--- config.mk ---
export PLATFORM = sky130hd
export DESIGN_NAME = windowed_rms_meter_core
export DESIGN_NICKNAME = d
export VERILOG_FILES = /design/src/hw/rtl/wrms_pkg.sv /design/src/hw/rtl/wrms_ctrl.sv /design/src/hw/rtl/wrms_datapath.sv /design/src/hw/rtl/windowed_rms_meter_core.sv
export SDC_FILE = /design/constraint.sdc
export NUM_CORES = 2
export LEC_CHECK = 0
export ABC_AREA = 1
export BUFFER_PORTS_ARGS = -buffer_cell sky130_fd_sc_hd__buf_4
export CAP_MARGIN = 0
export CORE_AREA = 2 2 257 259
export CTS_BUF_LIST = sky130_fd_sc_hd__clkbuf_16
export DETAILED_ROUTE_END_ITERATION = 7
export DIE_AREA = 0 0 259 261
export GPL_ROUTABILITY_DRIVEN = 0
export HOLD_SLACK_MARGIN = 0.1
export PLACE_DENSITY_LB_ADDON = 0.15
export REMOVE_ABC_BUFFERS = 1
export SETUP_SLACK_MARGIN = 0.3
export SLEW_MARGIN = 0
export SYNTH_ARGS = -nofsm -noshare
export SYNTH_HDL_FRONTEND = slang
export SYNTH_SLANG_ARGS = --single-unit
--- constraint.sdc ---
create_clock -name i_clk -period 13.9 [get_ports i_clk]
set_input_delay 2.78 -clock i_clk [delete_from_list [all_inputs] [get_ports i_clk]]
set_output_delay 2.78 -clock i_clk [all_outputs]
set_load 0.01 [all_outputs]
--- src/hw/rtl/wrms_pkg.sv ---
// Shared types and constants for the windowed RMS meter.
`timescale 1ns / 1ps
`default_nettype none
package wrms_pkg;

    localparam int CFG_IDX_W  = 2;
    localparam int CFG_DATA_W = 24;

    localparam logic [CFG_IDX_W-1:0] CFG_ZERO_OFFSET    = 2'd0;
    localparam logic [CFG_IDX_W-1:0] CFG_GAIN           = 2'd1;
    localparam logic [CFG_IDX_W-1:0] CFG_RESULT_OFFSET  = 2'd2;
    localparam logic [CFG_IDX_W-1:0] CFG_WINDOW_SAMPLES = 2'd3;

    localparam int ZERO_W   = 10;
    localparam int GAIN_W   = 24;
    localparam int ROFF_W   = 16;
    localparam int WINDOW_W = 11;
    localparam int RMS_W    = 19;
    localparam int FRAC_W   = 16;

    localparam logic [ZERO_W-1:0]   ZERO_RESET   = 10'd512;
    localparam logic [GAIN_W-1:0]   GAIN_RESET   = 24'd1729683;
    localparam logic [ROFF_W-1:0]   ROFF_RESET   = 16'd0;
    localparam logic [WINDOW_W-1:0] WINDOW_RESET = 11'd256;

    typedef struct packed {
        logic accum;
        logic load_div;
        logic div_step;
        logic sqrt_step;
        logic mul;
        logic load_out;
    } t_cmd;

    typedef struct packed {
        logic win_end;
    } t_status;

endpackage
`default_nettype wire

--- src/hw/rtl/wrms_ctrl.sv ---
// Sequencer for accumulation, window-end division, square root and scaling.
`timescale 1ns / 1ps
`default_nettype none
module wrms_ctrl #(
    parameter int ADC_BITS = 10
) (
    input  wire logic             i_clk,
    input  wire logic             i_rst_n,
    input  wire logic             i_in_valid,
    output logic                  o_in_stall,
    output logic                  o_out_valid,
    input  wire logic             i_out_stall,
    input  wire wrms_pkg::t_status i_status,
    output wrms_pkg::t_cmd        o_cmd
);

    localparam int QW     = 2 * ADC_BITS + wrms_pkg::FRAC_W;
    localparam int R_W    = QW / 2;
    localparam int ITER_W = $clog2(QW);

    typedef enum logic [2:0] {
        S_IDLE,
        S_LOAD,
        S_DIV,
        S_SQRT,
        S_MUL,
        S_OUT
    } t_state;

    t_state              r_state;
    t_state              n_state;
    logic [ITER_W-1:0]   r_iter;
    logic [ITER_W-1:0]   n_iter;
    logic                r_out_valid;
    logic                n_out_valid;
    logic                w_out_free;

    assign o_in_stall  = (r_state != S_IDLE);
    assign o_out_valid = r_out_valid;
    assign w_out_free  = !r_out_valid || !i_out_stall;

    always_comb begin
        n_state     = r_state;
        n_iter      = r_iter;
        n_out_valid = r_out_valid && i_out_stall;
        o_cmd       = '0;
        unique case (r_state)
            S_IDLE: begin
                if (i_in_valid) begin
                    o_cmd.accum = 1'b1;
                    if (i_status.win_end) begin
                        n_state = S_LOAD;
                    end
                end
            end
            S_LOAD: begin
                o_cmd.load_div = 1'b1;
                n_iter         = ITER_W'(QW - 1);
                n_state        = S_DIV;
            end
            S_DIV: begin
                o_cmd.div_step = 1'b1;
                if (r_iter == '0) begin
                    n_iter  = ITER_W'(R_W - 1);
                    n_state = S_SQRT;
                end else begin
                    n_iter = r_iter - ITER_W'(1);
                end
            end
            S_SQRT: begin
                o_cmd.sqrt_step = 1'b1;
                if (r_iter == '0) begin
                    n_state = S_MUL;
                end else begin
                    n_iter = r_iter - ITER_W'(1);
                end
            end
            S_MUL: begin
                o_cmd.mul = 1'b1;
                n_state   = S_OUT;
            end
            S_OUT: begin
                if (w_out_free) begin
                    o_cmd.load_out = 1'b1;
                    n_out_valid    = 1'b1;
                    n_state        = S_IDLE;
                end
            end
            default: begin
                n_state = S_IDLE;
            end
        endcase
    end

    always_ff @(posedge i_clk) begin
        if (!i_rst_n) begin
            r_state     <= S_IDLE;
            r_iter      <= '0;
            r_out_valid <= 1'b0;
        end else begin
            r_state     <= n_state;
            r_iter      <= n_iter;
            r_out_valid <= n_out_valid;
        end
    end

endmodule
`default_nettype wire

--- src/hw/rtl/wrms_datapath.sv ---
// Configuration registers, square accumulator, divider, square root and scaler.
`timescale 1ns / 1ps
`default_nettype none
module wrms_datapath #(
    parameter int MAX_WINDOW = 1024,
    parameter int ADC_BITS   = 10
) (
    input  wire logic                              i_clk,
    input  wire logic                              i_rst_n,
    input  wire logic                              i_cfg_we,
    input  wire logic [wrms_pkg::CFG_IDX_W-1:0]    i_cfg_idx,
    input  wire logic [wrms_pkg::CFG_DATA_W-1:0]   i_cfg_data,
    input  wire logic [ADC_BITS-1:0]               i_sample,
    input  wire wrms_pkg::t_cmd                    i_cmd,
    output wrms_pkg::t_status                      o_status,
    output logic signed [wrms_pkg::RMS_W-1:0]      o_rms_value
);

    localparam int SQ_W    = 2 * ADC_BITS;
    localparam int WMAX    = (MAX_WINDOW < 2047) ? MAX_WINDOW : 2047;
    localparam int COUNT_W = $clog2(WMAX + 1);
    localparam int SUM_W   = SQ_W + COUNT_W;
    localparam int QW      = SQ_W + wrms_pkg::FRAC_W;
    localparam int R_W     = QW / 2;
    localparam int PROD_W  = R_W + wrms_pkg::GAIN_W;
    localparam int CMP_W   = wrms_pkg::WINDOW_W + 1;
    localparam int DIFF_W  = R_W + wrms_pkg::ROFF_W + 1;
    localparam int ZX_W    = ADC_BITS + wrms_pkg::ZERO_W;

    logic [wrms_pkg::ZERO_W-1:0]   r_zero_offset;
    logic [wrms_pkg::GAIN_W-1:0]   r_gain;
    logic [wrms_pkg::ROFF_W-1:0]   r_result_offset;
    logic [wrms_pkg::WINDOW_W-1:0] r_window;

    logic [SUM_W-1:0]   r_sum;
    logic [COUNT_W-1:0] r_count;
    logic [COUNT_W-1:0] r_rem;
    logic [COUNT_W-1:0] r_div;
    logic [QW-1:0]      r_qd;
    logic [R_W+1:0]     r_srem;
    logic [R_W-1:0]     r_root;
    logic [PROD_W-1:0]  r_prod;
    logic [wrms_pkg::RMS_W-1:0] r_rms;

    logic [ZX_W-1:0]     w_zx;
    logic [ADC_BITS-1:0] w_z;
    logic [ADC_BITS-1:0] w_mag;
    logic [SQ_W-1:0]     w_sq;
    logic [SUM_W-1:0]    n_sum;
    logic [COUNT_W-1:0]  n_count;
    logic [CMP_W-1:0]    w_win;
    logic [CMP_W-1:0]    w_eff;

    logic [COUNT_W:0]    w_dt;
    logic [COUNT_W:0]    w_dsub;
    logic                w_dge;

    logic [R_W+3:0]      w_st;
    logic [R_W+3:0]      w_trial;
    logic [R_W+3:0]      w_ssub;
    logic                w_sge;

    logic [R_W-1:0]      w_scaled;
    logic [DIFF_W-1:0]   w_diff;

    assign w_zx  = {{ADC_BITS{1'b0}}, r_zero_offset};
    assign w_z   = w_zx[ADC_BITS-1:0];
    assign w_mag = (i_sample >= w_z) ? (i_sample - w_z) : (w_z - i_sample);
    assign w_sq  = SQ_W'(w_mag) * SQ_W'(w_mag);
    assign n_sum   = r_sum + SUM_W'(w_sq);
    assign n_count = r_count + COUNT_W'(1);

    always_comb begin
        w_win = {1'b0, r_window};
        if (w_win == '0) begin
            w_eff = CMP_W'(1);
        end else if (w_win > CMP_W'(WMAX)) begin
            w_eff = CMP_W'(WMAX);
        end else begin
            w_eff = w_win;
        end
    end

    assign o_status.win_end = (CMP_W'(n_count) >= w_eff);

    assign w_dt   = {r_rem, r_qd[QW-1]};
    assign w_dge  = (w_dt >= {1'b0, r_div});
    assign w_dsub = w_dt - {1'b0, r_div};

    assign w_st    = {r_srem, r_qd[QW-1:QW-2]};
    assign w_trial = {2'b00, r_root, 2'b01};
    assign w_sge   = (w_st >= w_trial);
    assign w_ssub  = w_st - w_trial;

    assign w_scaled = r_prod[PROD_W-1:wrms_pkg::GAIN_W];
    assign w_diff   = DIFF_W'(w_scaled) - DIFF_W'(r_result_offset);

    assign o_rms_value = r_rms;

    always_ff @(posedge i_clk) begin
        if (!i_rst_n) begin
            r_zero_offset   <= wrms_pkg::ZERO_RESET;
            r_gain          <= wrms_pkg::GAIN_RESET;
            r_result_offset <= wrms_pkg::ROFF_RESET;
            r_window        <= wrms_pkg::WINDOW_RESET;
        end else if (i_cfg_we) begin
            unique case (i_cfg_idx)
                wrms_pkg::CFG_ZERO_OFFSET: begin
                    r_zero_offset <= i_cfg_data[wrms_pkg::ZERO_W-1:0];
                end
                wrms_pkg::CFG_GAIN: begin
                    r_gain <= i_cfg_data[wrms_pkg::GAIN_W-1:0];
                end
                wrms_pkg::CFG_RESULT_OFFSET: begin
                    r_result_offset <= i_cfg_data[wrms_pkg::ROFF_W-1:0];
                end
                wrms_pkg::CFG_WINDOW_SAMPLES: begin
                    r_window <= i_cfg_data[wrms_pkg::WINDOW_W-1:0];
                end
                default: begin
                end
            endcase
        end
    end

    always_ff @(posedge i_clk) begin
        if (!i_rst_n) begin
            r_sum   <= '0;
            r_count <= '0;
        end else if (i_cmd.accum) begin
            r_sum   <= n_sum;
            r_count <= n_count;
        end else if (i_cmd.load_div) begin
            r_sum   <= '0;
            r_count <= '0;
        end
    end

    always_ff @(posedge i_clk) begin
        if (i_cmd.load_div) begin
            r_rem  <= r_sum[SUM_W-1:SQ_W];
            r_div  <= r_count;
            r_qd   <= {r_sum[SQ_W-1:0], {wrms_pkg::FRAC_W{1'b0}}};
            r_srem <= '0;
            r_root <= '0;
        end else if (i_cmd.div_step) begin
            r_rem <= w_dge ? w_dsub[COUNT_W-1:0] : w_dt[COUNT_W-1:0];
            r_qd  <= {r_qd[QW-2:0], w_dge};
        end else if (i_cmd.sqrt_step) begin
            r_srem <= w_sge ? w_ssub[R_W+1:0] : w_st[R_W+1:0];
            r_root <= {r_root[R_W-2:0], w_sge};
            r_qd   <= {r_qd[QW-3:0], 2'b00};
        end
        if (i_cmd.mul) begin
            r_prod <= PROD_W'(r_root) * PROD_W'(r_gain);
        end
        if (i_cmd.load_out) begin
            r_rms <= w_diff[wrms_pkg::RMS_W-1:0];
        end
    end

endmodule
`default_nettype wire

--- src/hw/rtl/windowed_rms_meter_core.sv ---
// A sample that does not close a window is added to the square accumulator and count; a
// window-closing sample then runs the load, divide, square-root, scale and output states in order.
// Throughput: one sample per cycle, except that the request input is stalled at each window end
// until the result has been loaded into the output register.
// Reset clears the accumulator and count and loads the register reset values.
`timescale 1ns / 1ps
`default_nettype none
module windowed_rms_meter_core #(
    parameter int MAX_WINDOW = 1024,
    parameter int ADC_BITS   = 10
) (
    input  wire logic                            i_clk,
    input  wire logic                            i_rst_n,
    input  wire logic                            i_cfg_we,
    input  wire logic [wrms_pkg::CFG_IDX_W-1:0]  i_cfg_idx,
    input  wire logic [wrms_pkg::CFG_DATA_W-1:0] i_cfg_data,
    input  wire logic                            i_in_valid,
    output logic                                 o_in_stall,
    input  wire logic [ADC_BITS-1:0]             i_sample,
    output logic                                 o_out_valid,
    input  wire logic                            i_out_stall,
    output logic signed [wrms_pkg::RMS_W-1:0]    o_rms_value
);

    wrms_pkg::t_cmd    w_cmd;
    wrms_pkg::t_status w_status;

    wrms_ctrl #(
        .ADC_BITS (ADC_BITS)
    ) u_ctrl (
        .i_clk       (i_clk),
        .i_rst_n     (i_rst_n),
        .i_in_valid  (i_in_valid),
        .o_in_stall  (o_in_stall),
        .o_out_valid (o_out_valid),
        .i_out_stall (i_out_stall),
        .i_status    (w_status),
        .o_cmd       (w_cmd)
    );

    wrms_datapath #(
        .MAX_WINDOW (MAX_WINDOW),
        .ADC_BITS   (ADC_BITS)
    ) u_datapath (
        .i_clk       (i_clk),
        .i_rst_n     (i_rst_n),
        .i_cfg_we    (i_cfg_we),
        .i_cfg_idx   (i_cfg_idx),
        .i_cfg_data  (i_cfg_data),
        .i_sample    (i_sample),
        .i_cmd       (w_cmd),
        .o_status    (w_status),
        .o_rms_value (o_rms_value)
    );

endmodule
`default_nettype wire
## After elaboration in Yosys (flattened, before gate mapping)

Cells that the tools add are included.

| storage, ports and cells | value |
|---|---|
| register bits | 270 |
| output and inout bits | 21 |
| word-level logic and storage cells | 101 |

| operators by class | value |
|---|---|
| bitwise logic cells | 1 |
| $mul | 2 |
| $add $sub $neg | 8 |
| muxes and demuxes | 33 |
| eq/ne operators | 14 |
| order comparisons | 5 |
| reductions and logical operators | 21 |

Operator list:

| cell | count |
|---|---|
| 36-bit two-way mux | 3 |
| 11-bit two-way mux | 6 |
| 31-bit two-way mux | 2 |
| 18-bit by 24-bit multiplier with 42-bit output | 1 |
| 31-bit by 20-bit adder with 31-bit output | 1 |
| 22-bit by 20-bit greater-or-equal comparator with 1-bit output | 1 |
| 10-bit by 10-bit multiplier with 20-bit output | 1 |
| 20-bit two-way mux | 1 |
| 10-bit subtractor | 2 |
| 20-bit subtractor | 1 |
| 18-bit by 16-bit subtractor with 19-bit output | 1 |
| 3-bit case mux with 6 select lines | 1 |
| 6-bit case mux with 3 select lines | 1 |
| 3-bit two-way mux | 5 |
| 11-bit by 12-bit greater-or-equal comparator with 1-bit output | 1 |
| 12-bit by 11-bit greater-or-equal comparator with 1-bit output | 1 |
| 12-bit two-way mux | 1 |
| 6-bit two-way mux | 2 |
| 2-bit AND reduction | 6 |
| 11-bit by 1-bit adder with 11-bit output (second input constant) | 1 |
| 11-bit greater-than comparator (second input constant) | 1 |
| 11-bit logical NOT | 1 |
| 11-bit subtractor | 1 |
| 10-bit greater-or-equal comparator | 1 |
| other kinds (20) | 41 |

## Logic depth before layout (Yosys ltp)

| logic depth | value |
|---|---|
| depth in word-level cells | 7 |
| depth in mapped cells | 39 |
| mapped depth without buffers | 39 |

## Modules after synthesis

From an unflattened synthesis, not the netlist that was laid out.

| unflattened totals | value |
|---|---|
| cells, all modules | 4,297 |
| area, all modules | 31,828.0 µm² |

By module, submodules not included:

| module | cells each | times used | area an instance (µm²) |
|---|---|---|---|
| wrms_datapath | 4,177 | 1 | 31,123.6 |
| wrms_ctrl | 120 | 1 | 704.4 |

## Least setup slack after synthesis

Ideal clock, no wire load.

| timing path | value |
|---|---|
| kind | input port to flip-flop |
| start point | input i_sample[0] |
| end point | register u_datapath.r_sum[29] |
| setup time | 113 ps |
| path slack | 5,328 ps |
| cell stages on the path | 34 |
| data arrival time | 8,459 ps |
| path through | inv_1 ha_1 inv_1 fa_1 nand3_2 nand3_2 nand2_1 nand2_2 nand2_2 nand2_2 buf_6 o21ai_4 inv_2 nand3_1 inv_1 fa_1 inv_1 fa_1 inv_1 fa_1 inv_1 fa_1 fa_1 inv_1 ha_1 nand2_1 nor2_1 inv_1 nor3_1 nand3_1 nand3_1 nand2_1 nor2_1 nor2_1 |

| on the way | value |
|---|---|
| longest elaborated chain between the ends | 5 |

RTL lines:

| element | RTL line | source |
|---|---|---|
| start: declaration | windowed_rms_meter_core.sv:19 | `input wire logic [ADC_BITS-1:0] i_sample,` |
| 10-bit subtractor / 10-bit greater-or-equal comparator (equally long branches) | wrms_datapath.sv:68 | `assign w_mag = (i_sample >= w_z) ? (i_sample - w_z) : (w_z - i_sample);` |
| 10-bit two-way mux (*) | wrms_datapath.sv:68 |  |
| 10-bit by 10-bit multiplier with 20-bit output (*) | wrms_datapath.sv:69 | `assign w_sq = SQ_W'(w_mag) * SQ_W'(w_mag);` |
| 31-bit by 20-bit adder with 31-bit output (*) | wrms_datapath.sv:70 | `assign n_sum = r_sum + SUM_W'(w_sq);` |
| 31-bit two-way mux (*) | wrms_datapath.sv:130 | `end else if (i_cmd.accum) begin` |
| end signal: assignment | wrms_datapath.sv:131 | `r_sum <= n_sum;` |
| end: declaration | wrms_datapath.sv:35 | `logic [SUM_W-1:0] r_sum;` |

Every way passes the cells marked *; elsewhere a longest branch is shown, timed or not.
A chain may end at the register's enable or synchronous reset.

## Final worst setup path

| timing path | value |
|---|---|
| start point | input i_sample[0] |
| end point | register u_datapath.r_sum[30] |

The elaborated chain is that of the path after synthesis.

==> impl_metrics.env <==
export IMPL_post_route_drc_count=0
export IMPL_post_drt_wl_per_cell_um=16.8
export IMPL_critPathMaxStageDelay_ps=550
export IMPL_drt_wl_total_um=84900
export IMPL_reg2reg_from="u_datapath.r_zero_offset[0]$_SDFFE_PN0P_"
export IMPL_fin_crit_sh=0.629
export IMPL_min_to="u_datapath.r_srem[18]$_SDFFE_PP0P_"
export IMPL_drive_above_1_share=0.0529
export IMPL_hold_path_class="reg2reg"
export IMPL_cts_buffer_depth=3
export IMPL_clock_fmax_mhz=114
export IMPL_grt_pass1_vias=26100
export IMPL_nNetsFinal=4883
export IMPL_hold_path_depth=2
export IMPL_dp_cells=5003
export IMPL_synth_seq_area_share=0.182
export IMPL_crit_slowest_cell="fa_1"
export IMPL_power_density_nw_per_um2=230
export IMPL_p_int_w=0.00343
export IMPL_combPwrFrac=0.749
export IMPL_outcome="completed"
export IMPL_num_io_pins=62
export IMPL_fin_util=0.518
export IMPL_pwr_share_seq=0.141
export IMPL_maxSlewViolCount=0
export IMPL_avgSynthCellArea_sq_um=7.49
export IMPL_p_clk_frac=0.109
export IMPL_die_area_sq_um=67600
export IMPL_final_cells=5059
export IMPL_maxSlewHeadroom=0.187
export IMPL_cts_resized_gates=0
export IMPL_hold_violations=0
export IMPL_syn_instance_count=4203
export IMPL_first_iter_violations=1814
export IMPL_worst_path_max_fanout=12
export IMPL_arrival_ps=9260
export IMPL_die_y_um=261
export IMPL_grt_usage=0.256
export IMPL_synth_seq_cells=246
export IMPL_start_kind="input port"
export IMPL_r2r_end="u_datapath.r_sum[30]$_SDFFE_PN0P_"
export IMPL_setup_viol=0
export IMPL_portBuffers=61
export IMPL_ctsHoldBuffers=0
export IMPL_synth_area_leaders="fa_1 (27%), nand2_1 (13%), inv_1 (11%)"
export IMPL_vdd_drop_max_uv=447
export IMPL_dp_hpwl_um=65800
export IMPL_synthDistinctLibCells=51
export IMPL_drtAntennaViolNets=0
export IMPL_clk_latency_ps=630
export IMPL_netlist_area_sq_um=31500
export IMPL_diodes=0
export IMPL_initial_utilization=0.484
export IMPL_path_common_cell="nand2_1"
export IMPL_cp_end_kind="flop"
export IMPL_vias_per_cell=5.17
export IMPL_switchingPower_w=0.00433
export IMPL_grt_ovfl_total=0
export IMPL_worstRegToRegCells=33
export IMPL_cts_htree_levels=1
export IMPL_grt_max_degree=60
export IMPL_fin_tns_setup_ps=0
export IMPL_rsz0062_at_grt="no"
export IMPL_cts_tree="done"
export IMPL_yosysTopAreaCell="fa_1"
export IMPL_skew_ps=19.5
export IMPL_area_delta_synth_final_pct=7.04
export IMPL_path_class="in2reg"
export IMPL_root_buffer="clkbuf_16"
export IMPL_p_leak_nw=17.1
export IMPL_antenna_found_initial=0
export IMPL_worst_pin_slew_ps=1220
export IMPL_post_cts_buffers=0
export IMPL_dieWidth_um=259
export IMPL_grt_pass1_wl_um=138000
export IMPL_numCtsBuffers=30
export IMPL_rows=94
export IMPL_cts_sinks=246
export IMPL_dr_pass1_iters=5
export IMPL_rrSetupSlack_ps=7100
export IMPL_cp_required_ps=14410
export IMPL_yosysWarnings=0
export IMPL_clkTransAtPathRegs_ps=60
export IMPL_cap_violations=0
export IMPL_synth_top_area_frac=0.268
export IMPL_coreArea_sq_um=65000
export IMPL_fin_crit_ps=8740
export IMPL_swShare=0.558
export IMPL_min_from="u_datapath.r_srem[18]$_SDFFE_PP0P_"
export IMPL_vias=26200
==> metrics by stage <==
step           power [W]  area [sq um]  hold WS, ps  setup slack (ps)
4_1_cts          0.00773         33700          455              5230
5_1_grt          0.00866         33700          476              4600
3_3_place_gp     0.00679         32600          441              4650
2_1_floorplan    0.00544         30800          427              5300
6_report         0.00776         33700          452              5160
3_5_place_dp     0.00684         32600          441              4570
==> kinds of logic (layout without fill, tap and decap cells) <==
family / after synthesis / after routing / share of synthesized area
and+or+nand+nor: 1628 / 1628 / 0.211
buffers and inverters: 1101 / 1093 / 0.133
adders and majority gates: 671 / 671 / 0.367
AOI/OAI and AO/OA: 493 / 493 / 0.0889
DFF: 246 / 246 / 0.182
xor gates and xnor gates: 64 / 64 / 0.0178
==> synthesized netlist by cell type (all sizes together) <==
master and number:
a211oi 2, a21boi 9, a21o 13, a21oi 223, a221oi 2, a22oi 3, a31oi 5, and2 1
buf 37, clkbuf 127, clkinv 1, dfxtp 167, edfxtp 79, fa 421, ha 250, inv 936
nand2 1113, nand2b 1, nand3 143, nand3b 10, nand4 34, nor2 281, nor3 33, nor3b 1
nor4 4, o211ai 11, o21a 8, o21ai 157, o21bai 11, o221ai 30, o22ai 18, o311ai 1
or2 7, xnor2 29, xor2 35
==> layout make-up <==
type	instances	area (sq um)
fillers	6392	31400
multi-input cells	2856	21600
flip-flops and latches	246	5720
inverters	937	3520
well taps	864	1080
clock buffers	30	751
repair buffers	100	751
clock inverters	26	293
==> power groups by stage <==
stage	clock, W	combinational [W]	sequential (W)
2_1_floorplan	0	0.00437	0.00107
3_3_place_gp	0	0.00568	0.00111
3_5_place_dp	0	0.00574	0.00111
4_1_cts	0.000866	0.00577	0.00109
5_1_grt	0.000890	0.00665	0.00112
6_report	0.000848	0.00581	0.00110
==> placed cells by master (no fill, tap or decap), types with 10 or more instances in the layout <==
cell / n
o221ai_1: 30
clkbuf_16: 30
inv_1: 918
fa_1: 421
nand2_2: 18
a21o_1: 13
nor2_1: 267
ha_1: 250
nor3_1: 31
nand3_1: 137
nand2_1: 1093
xnor2_1: 29
nor2_2: 10
nand4_1: 34
o22ai_1: 18
xor2_1: 35
dfxtp_1: 167
nand3b_1: 10
o21ai_1: 24
edfxtp_1: 79
o211ai_1: 11
a21oi_1: 221
o21bai_1: 11
o21ai_0: 129
buf_4: 100
inv_2: 20
==> sequential cells by signal, indices dropped and copies added, names as in the netlist <==
| register | count |
|---|---|
| u_datapath.r_qd | 36 |
| u_datapath.r_gain | 24 |
| u_datapath.r_div | 11 |
| u_datapath.r_root | 18 |
| u_datapath.r_sum | 31 |
| u_datapath.o_rms_value | 19 |
| u_datapath.r_window | 11 |
| u_ctrl.o_out_valid | 1 |
| u_datapath.r_rem | 11 |
| u_datapath.r_srem | 20 |
| u_ctrl.r_state | 3 |
| u_datapath.r_prod | 18 |
| u_datapath.r_zero_offset | 10 |
| u_datapath.r_count | 11 |
| u_datapath.r_result_offset | 16 |
| u_ctrl.r_iter | 6 |
==> routing by layer <==
metal,part of all wire,wire (um),vias to the layer above,GRT usage
li1,-,-,12700,-
met1,0.46,39500,12500,0.365
met2,0.44,37300,790,0.408
met3,0.071,6050,131,0.0403
met4,0.025,2110,0,0.0655
met5,0,0,-,0
==> critical path, delay by kind of cell <==
| family | cells | cell delay [ps] |
|---|---|---|
| adders and majority gates | 8 | 3590 |
| and+or+nand+nor | 19 | 2270 |
| buffers and inverters | 8 | 630 |
==> how the worst max path moves through the flow <==
stage	from	endpoint	slack (ps)	cells past startpoint
floorplan	i_sample[0]	u_datapath.r_sum[29]$_SDFFE_PN0P_	5300	33
global placement	i_sample[0]	u_datapath.r_sum[30]$_SDFFE_PN0P_	4650	35
detailed placement	i_sample[0]	u_datapath.r_sum[30]$_SDFFE_PN0P_	4570	35
CTS	i_sample[0]	u_datapath.r_sum[30]$_SDFFE_PN0P_	5230	35
global route	i_sample[0]	u_datapath.r_sum[29]$_SDFFE_PN0P_	4600	35
finish	i_sample[0]	u_datapath.r_sum[30]$_SDFFE_PN0P_	5160	35
No activity file was read; power rests on OpenSTA's default activity.
